$ cat src/hdl/scpr_pkg.sv
// ----------------------------------------------------------------------------
// scpr_pkg
// Shared types and codes for the second-chance page replacement block.
// ----------------------------------------------------------------------------
package scpr_pkg;

    // field widths of the request and response words
    localparam int CMD_W    = 2;
    localparam int PAGE_W   = 20;
    localparam int STATUS_W = 2;
    localparam int SLOT_W   = 4;
    localparam int OCC_W    = 5;

    // default ring size
    localparam int SLOTS_DEFAULT = 16;

    // command codes
    localparam logic [CMD_W-1:0] CMD_INSERT = 2'd0;
    localparam logic [CMD_W-1:0] CMD_EVICT  = 2'd1;
    localparam logic [CMD_W-1:0] CMD_REMOVE = 2'd2;
    localparam logic [CMD_W-1:0] CMD_TOUCH  = 2'd3;

    // status codes
    localparam logic [STATUS_W-1:0] ST_OK       = 2'd0;
    localparam logic [STATUS_W-1:0] ST_FULL     = 2'd1;
    localparam logic [STATUS_W-1:0] ST_EMPTY    = 2'd2;
    localparam logic [STATUS_W-1:0] ST_NOTFOUND = 2'd3;

    // request word
    typedef struct packed {
        logic [CMD_W-1:0]  command;
        logic [PAGE_W-1:0] page_number;
    } req_t;

    // response word
    typedef struct packed {
        logic [STATUS_W-1:0] status;
        logic [SLOT_W-1:0]   slot_index;
        logic [PAGE_W-1:0]   victim_page;
        logic [OCC_W-1:0]    occupancy;
    } rsp_t;

endpackage

$ cat src/hdl/second_chance_page_replacement.sv
// ----------------------------------------------------------------------------
// second_chance_page_replacement
// Second-chance FIFO (clock) replacement over a ring of resident page slots.
// ----------------------------------------------------------------------------
// insert, evict, remove and touch walk the ring with one shared scan pointer
//   that visits one slot per cycle through the single page memory read port
// throughput: one word at a time; a new word is taken once the previous
//   response has been handed to the output register
// reset: valid and referenced bits, head, tail and count clear at once
// ----------------------------------------------------------------------------
module second_chance_page_replacement
#(
    parameter int SLOTS = scpr_pkg::SLOTS_DEFAULT
)
(
    input  logic           clk,
    input  logic           rst_n,
    input  logic           req_valid,
    output logic           req_stall,
    input  scpr_pkg::req_t req,
    output logic           rsp_valid,
    input  logic           rsp_stall,
    output scpr_pkg::rsp_t rsp
);
    import scpr_pkg::*;

    localparam int PW = (SLOTS > 1) ? $clog2(SLOTS) : 1;
    localparam int CW = $clog2(SLOTS + 1);
    localparam logic [PW-1:0] LAST_POS = PW'(SLOTS - 1);
    localparam logic [CW-1:0] FULL_CNT = CW'(SLOTS);

    // sequencer states
    localparam logic [2:0] S_IDLE   = 3'd0;
    localparam logic [2:0] S_INS    = 3'd1;
    localparam logic [2:0] S_EVI    = 3'd2;
    localparam logic [2:0] S_EVI_RD = 3'd3;
    localparam logic [2:0] S_FIND   = 3'd4;
    localparam logic [2:0] S_DONE   = 3'd5;

    logic [2:0]        state_reg, state_next;
    logic [CMD_W-1:0]  cmd_reg, cmd_next;
    logic [PAGE_W-1:0] page_reg, page_next;
    logic [PW-1:0]     pos_reg, pos_next;
    logic [PW-1:0]     head_reg, head_next;
    logic [PW-1:0]     tail_reg, tail_next;
    logic [CW-1:0]     count_reg, count_next;
    logic [SLOTS-1:0]  valid_reg, valid_next;
    logic [SLOTS-1:0]  refd_reg, refd_next;
    logic              cmp_live_reg;
    logic [PW-1:0]     cmp_pos_reg;
    rsp_t              res_reg, res_next;
    rsp_t              rsp_reg, rsp_next;
    logic              rsp_valid_reg, rsp_valid_next;

    // page store, one write and one registered read port
    logic [PAGE_W-1:0] page_mem [SLOTS];
    logic [PAGE_W-1:0] rd_data_reg;
    logic              mem_we;

    logic [PW-1:0] pos_inc;
    logic          find_hit;
    logic          can_out;

    assign pos_inc  = (pos_reg == LAST_POS) ? '0 : pos_reg + 1'b1;
    assign find_hit = cmp_live_reg && valid_reg[cmp_pos_reg] && (rd_data_reg == page_reg);
    assign can_out  = !rsp_valid_reg || !rsp_stall;

    assign req_stall = (state_reg != S_IDLE);
    assign rsp_valid = rsp_valid_reg;
    assign rsp       = rsp_reg;

    // page memory
    always_ff @(posedge clk)
    begin
        if (mem_we)
        begin
            page_mem[pos_reg] <= page_reg;
        end
        rd_data_reg <= page_mem[pos_reg];
    end

    // sequencer and ring update
    always_comb
    begin
        state_next     = state_reg;
        cmd_next       = cmd_reg;
        page_next      = page_reg;
        pos_next       = pos_reg;
        head_next      = head_reg;
        tail_next      = tail_reg;
        count_next     = count_reg;
        valid_next     = valid_reg;
        refd_next      = refd_reg;
        res_next       = res_reg;
        rsp_next       = rsp_reg;
        rsp_valid_next = rsp_valid_reg && rsp_stall;
        mem_we         = 1'b0;

        case (state_reg)
            S_IDLE:
            begin
                if (req_valid)
                begin
                    cmd_next  = req.command;
                    page_next = req.page_number;
                    res_next  = '0;
                    case (req.command)
                        CMD_INSERT:
                        begin
                            pos_next   = tail_reg;
                            state_next = S_INS;
                        end
                        CMD_EVICT:
                        begin
                            pos_next   = head_reg;
                            state_next = S_EVI;
                        end
                        default:
                        begin
                            pos_next   = '0;
                            state_next = S_FIND;
                        end
                    endcase
                end
            end

            // look for the first free slot from the tail
            S_INS:
            begin
                if (count_reg >= FULL_CNT)
                begin
                    res_next.status = ST_FULL;
                    state_next      = S_DONE;
                end
                else if (!valid_reg[pos_reg])
                begin
                    mem_we              = 1'b1;
                    valid_next[pos_reg] = 1'b1;
                    refd_next[pos_reg]  = 1'b0;
                    count_next          = count_reg + 1'b1;
                    tail_next           = pos_inc;
                    res_next.slot_index = SLOT_W'(pos_reg);
                    state_next          = S_DONE;
                end
                else
                begin
                    pos_next = pos_inc;
                end
            end

            // clock hand: clear referenced bits until an unreferenced page
            S_EVI:
            begin
                if (count_reg == '0)
                begin
                    res_next.status = ST_EMPTY;
                    state_next      = S_DONE;
                end
                else if (valid_reg[pos_reg] && refd_reg[pos_reg])
                begin
                    refd_next[pos_reg] = 1'b0;
                    pos_next           = pos_inc;
                end
                else if (valid_reg[pos_reg])
                begin
                    state_next = S_EVI_RD;
                end
                else
                begin
                    pos_next = pos_inc;
                end
            end

            // victim page arrives from the memory
            S_EVI_RD:
            begin
                valid_next[pos_reg]  = 1'b0;
                count_next           = count_reg - 1'b1;
                head_next            = pos_inc;
                res_next.slot_index  = SLOT_W'(pos_reg);
                res_next.victim_page = rd_data_reg;
                state_next           = S_DONE;
            end

            // search by page number, lowest slot first
            S_FIND:
            begin
                if (find_hit)
                begin
                    res_next.slot_index = SLOT_W'(cmp_pos_reg);
                    if (cmd_reg == CMD_REMOVE)
                    begin
                        valid_next[cmp_pos_reg] = 1'b0;
                        refd_next[cmp_pos_reg]  = 1'b0;
                        count_next              = count_reg - 1'b1;
                        if (cmp_pos_reg == head_reg)
                        begin
                            head_next = (head_reg == LAST_POS) ? '0 : head_reg + 1'b1;
                        end
                        if (cmp_pos_reg == tail_reg)
                        begin
                            tail_next = (tail_reg == '0) ? LAST_POS : tail_reg - 1'b1;
                        end
                    end
                    else
                    begin
                        refd_next[cmp_pos_reg] = 1'b1;
                    end
                    state_next = S_DONE;
                end
                else if (cmp_live_reg && (cmp_pos_reg == LAST_POS))
                begin
                    res_next.status = ST_NOTFOUND;
                    state_next      = S_DONE;
                end
                else if (pos_reg != LAST_POS)
                begin
                    pos_next = pos_reg + 1'b1;
                end
            end

            // hand the response to the output register
            S_DONE:
            begin
                if (can_out)
                begin
                    rsp_next           = res_reg;
                    rsp_next.occupancy = OCC_W'(count_reg);
                    rsp_valid_next     = 1'b1;
                    state_next         = S_IDLE;
                end
            end

            default:
            begin
                state_next = S_IDLE;
            end
        endcase
    end

    // control registers
    always_ff @(posedge clk or negedge rst_n)
    begin
        if (!rst_n)
        begin
            state_reg     <= S_IDLE;
            head_reg      <= '0;
            tail_reg      <= '0;
            count_reg     <= '0;
            valid_reg     <= '0;
            refd_reg      <= '0;
            cmp_live_reg  <= 1'b0;
            rsp_valid_reg <= 1'b0;
        end
        else
        begin
            state_reg     <= state_next;
            head_reg      <= head_next;
            tail_reg      <= tail_next;
            count_reg     <= count_next;
            valid_reg     <= valid_next;
            refd_reg      <= refd_next;
            cmp_live_reg  <= (state_reg == S_FIND);
            rsp_valid_reg <= rsp_valid_next;
        end
    end

    // payload registers
    always_ff @(posedge clk)
    begin
        cmd_reg     <= cmd_next;
        page_reg    <= page_next;
        pos_reg     <= pos_next;
        cmp_pos_reg <= pos_reg;
        res_reg     <= res_next;
        rsp_reg     <= rsp_next;
    end

    // occupancy never exceeds the ring size
    assert property (@(posedge clk) disable iff (!rst_n) count_reg <= FULL_CNT)
        else $error("occupancy above ring size");

    // count tracks the valid bits
    assert property (@(posedge clk) disable iff (!rst_n)
        $countones(valid_reg) == int'(count_reg))
        else $error("occupancy out of step with valid bits");

    // an accepted word starts the sequencer
    assert property (@(posedge clk) disable iff (!rst_n)
        req_valid && !req_stall |=> state_reg != S_IDLE)
        else $error("accepted word did not start a scan");

    // a referenced slot is always a valid slot
    assert property (@(posedge clk) disable iff (!rst_n)
        (refd_reg & ~valid_reg) == '0)
        else $error("referenced bit on a free slot");

endmodule
$ cat config.mk
export PLATFORM = sky130hd
export DESIGN_NAME = second_chance_page_replacement
export DESIGN_NICKNAME = d
export VERILOG_FILES = /design/src/hdl/scpr_pkg.sv /design/src/hdl/second_chance_page_replacement.sv
export SDC_FILE = /design/constraint.sdc
export NUM_CORES = 1
export LEC_CHECK = 0
export BUFFER_PORTS_ARGS = -buffer_cell sky130_fd_sc_hd__buf_2
export CELL_PAD_IN_SITES_DETAIL_PLACEMENT = 0
export CELL_PAD_IN_SITES_GLOBAL_PLACEMENT = 1
export CORE_MARGIN = 2
export CORE_UTILIZATION = 49
export CTS_CLUSTER_DIAMETER = 30
export DETAILED_ROUTE_END_ITERATION = 8
export GPL_TIMING_DRIVEN = 0
export PLACE_DENSITY = 0.76
export SYNTH_ARGS = -nofsm -noshare
export SYNTH_HDL_FRONTEND = slang
export SYNTH_SLANG_ARGS = --single-unit
$ cat constraint.sdc
create_clock -name clk -period 3.17 [get_ports clk]
set_clock_uncertainty 0.1 [all_clocks]
set_input_delay 0.317 -clock clk [delete_from_list [all_inputs] [get_ports clk]]
set_output_delay 0.317 -clock clk [all_outputs]
set_load 0.05 [all_outputs]
==> load_flow_metrics.sql <==
INSERT INTO impl_metrics (metric_group, metric, value, unit) VALUES
('detailed_routing', 'wl_per_cell', '27.1', 'µm'),
('logic_synthesis', 'synthesis.area', '19500', 'µm²'),
('floorplanning', 'ioPinCount', '59', ''),
('logic_synthesis', 'yosysSeqAreaShare', '0.711', ''),
('critical_path', 'cp_data_arrival_time', '3340', 'ps'),
('layout', 'final_layout_size_suffix_gt1_frac', '0.305', ''),
('logic_synthesis', 'synth_xor_area_frac', '0.0153', ''),
('detailed_routing', 'routed_wl', '50400', 'µm'),
('logic_synthesis', 'yosys.area_share.simple', '0.0567', ''),
('critical_path', 'crit_buf_inv', '3', ''),
('layout', 'finalNetCount', '1303', ''),
('clock_network', 'worstSkewPairLatency', '620', 'ps'),
('sta', 'setup_violations', '42', ''),
('sta', 'postLayoutSetupSlackWorst', '-30.5', 'ps'),
('critical_path', 'crit_path_start_kind', 'register', ''),
('critical_path', 'required', '3310', 'ps'),
('placement', 'dp_hpwl', '29400', 'µm'),
('floorplanning', 'row_count', '72', ''),
('sta', 'fmaxAchievable', '312', 'MHz'),
('sta', 'timing.final.crit_share', '1.01', ''),
('critical_path', 'crit_path_max_incr_delay', '580', 'ps'),
('placement', 'place.gp.congestion', '0.884', ''),
('power_and_ir_drop', 'p_int', '16600', 'µW'),
('layout', 'largest_register_ff_count', '320', ''),
('sta', 'worst_slew_margin_rel', '0.180', ''),
('floorplanning', 'dieArea', '41300', 'µm²'),
('power_and_ir_drop', 'pwr-share-clk', '0.383', ''),
('layout', 'nFillCells', '2785', ''),
('critical_path', 'path_delay_family', 'simple AND/OR/NAND/NOR gates', ''),
('critical_path', 'worstPathCellList', 'buf_6, mux4_2, mux2i_1, or2_2, and3_1, buf_6, buf_2, and3_4', ''),
('logic_synthesis', 'number_of_nets_produced_by_synthesis', '1118', ''),
('clock_network', 'tritoncts_clock_tree', 'built', ''),
('power_and_ir_drop', 'powerDensity', '1030', 'nW/µm²'),
('critical_path', 'cp_max_fo', '21', ''),
('grt', 'grt_pass1_vias', '11400', ''),
('critical_path', 'crit_path_frequent_cell', 'buf_6', ''),
('status', 'failed_checks', 'negative setup slack', ''),
('clock_network', 'cts.sinks', '477', ''),
('clock_network', 'h-tree-depth', '3', ''),
('sta', 'worstMarginPinSlew', '1230', 'ps'),
('detailed_routing', 'ant_nets', '0', ''),
('logic_synthesis', 'number_of_enable_type_register_cells_in_the_synthesized_netlist', '403', ''),
('grt', 'antenna_found_initial', '0', ''),
('critical_path', 'crit_type', 'reg2reg', ''),
('floorplanning', 'start_util', '0.500', ''),
('logic_synthesis', 'largest_family_of_logic_cells_by_synthesized_area', 'multiplexers', ''),
('layout', 'n_antenna_cell', '0', ''),
('sta', 'slew_viol_final', '0', ''),
('grt', 'grt_max_degree', '51', ''),
('floorplanning', 'die_width', '203', 'µm'),
('clock_network', 'clk_transition_reported_paths', '50', 'ps'),
('critical_path', 'end_kind', 'register', ''),
('power_and_ir_drop', 'worst_ir_drop_vdd', '663', 'µV'),
('min_path', 'holdCritPathClass', 'in2reg', ''),
('logic_synthesis', 'ys.warnings.count', '0', ''),
('job', 'max_cap_violations', '0', ''),
('power_and_ir_drop', 'sequential_share_of_power', '0.344', ''),
('layout', 'areaGrowthSynthToFinish', '23.5', '%'),
('logic_synthesis', 'dominantRegCellSynth', 'edfxtp_1', ''),
('grt', 'groute.usage.overall', '0.249', ''),
('logic_synthesis', 'synth-seq-cells', '477', ''),
('logic_synthesis', 'distinct_cell_type_count_of_the_synthesized_netlist', '65', ''),
('sta', 'finalHoldWorstSlack', '59.9', 'ps'),
('status', 'outcome', 'complete, but fails checks', ''),
('floorplanning', 'core', '38900', 'µm²'),
('layout', 'final_common_cell', 'edfxtp_1', ''),
('clock_network', 'max-clock-path-buffers', '3', ''),
('detailed_routing', 'detail_route.iter0.violations', '1119', ''),
('grt', 'grt_overflow', '0', ''),
('logic_synthesis', 'postSynthAreaPerCell', '18.0', 'µm²'),
('logic_synthesis', 'async_flop_share', '0.105', '');
-- final timing paths --
check	end	start	cells past startpoint	slack (ps)
max	page_mem[5][19]	pos_reg[1]	8	-30
min in group asynchronous	count_reg[2]	rst_n	2	410
max reg2reg	page_mem[5][19]	pos_reg[1]	8	-30
min	state_reg[1]	req_valid	3	60
min reg2reg	cmp_pos_reg[2]	pos_reg[2]	0	270
max in group asynchronous	asynchronous set/reset pin	rst_n	2	1790
-- synth_stat cells (all sizes together), types with 4 or more instances --
library cell / number / area [µm²]
mux4: 110 / 2480
nand2: 40 / 150
dfxtp: 24 / 480
dfrtp: 50 / 1250
o31ai: 7 / 57.6
o21ai: 38 / 190
xnor2: 21 / 184
xor2: 13 / 114
nand2b: 9 / 56.3
o311ai: 13 / 114
nor2b: 9 / 56.3
edfxtp: 403 / 12100
nor3: 21 / 105
ha: 9 / 113
and2: 6 / 37.5
mux2i: 12 / 120
a21oi: 19 / 95.1
buf: 32 / 196
nand3: 29 / 145
and3: 38 / 238
nand4: 10 / 62.6
a21o: 30 / 225
nor4: 7 / 73.8
clkbuf: 33 / 124
o21bai: 4 / 30.0
nor2: 20 / 75.1
inv: 18 / 67.6
o22ai: 8 / 63.8
-- area by class of cell --
class	instances	area [µm²]	area share
Sequential cell	477	13800	0.576
Multi-Input combinational cell	523	5430	0.226
Clock buffer	102	2320	0.0964
Clock inverter	66	763	0.0318
Tap cell	518	648	0.0270
Timing Repair Buffer	93	633	0.0264
Buffer	65	333	0.0139
Inverter	18	67.6	0.00281
-- power by group through the flow --
stage          registers (µW)  clock network (µW)  logic (µW)
6_report                 8510                9480        6760
5_1_grt                  8590                9890        7170
4_1_cts                  8500                9550        6620
3_5_place_dp             8600                   0        6470
3_3_place_gp             8570                   0        6390
2_1_floorplan            8580                   0        4400
-- cell families (layout without fill, tap and decap cells) --
group	count (synthesis)	in the layout
muxes	125	125
and+or+nand+nor	200	201
DFF	477	477
buffers and inverters	83	344
adders and majority gates	10	10
xor gates and xnor gates	34	34
AOI/OAI and AO/OA	153	153
-- metal layers --
layer,track usage,routed length (µm),up-vias
li1,-,-,4799
met1,0.347,20800,5726
met2,0.390,23900,579
met3,0.0543,4030,122
met4,0.0938,1640,0
met5,0,0,-
-- metrics by stage --
step	TNS [ps]	utilization	instance area, µm²	std cells	setup slack (ps)
after floorplan	0	-	19500	1082	65.0
after global placement	-291990	0.524	20400	1658	-1290
after detailed placement	-116900	0.525	20400	1659	-733
after CTS	-14090	0.613	23900	1851	-178
after global routing	-11610	0.617	24000	1862	-89.7
final	-449	0.617	24000	1862	-30.5
-- tightest hold or removal path, cell delays in order --
cell	delay (ps)
buf_2	130
nand3b_1	140
o21ai_0	100
-- timing repair --
action,CTS,global route
cloned,0,1
resized for setup,27,23
hold endpoints to repair,73,0
endpoints found under the setup margin,362,366
setup buffers,0,10
hold buffers,24,0
pin swaps,0,0
Power figures use the tool's default switching activity.
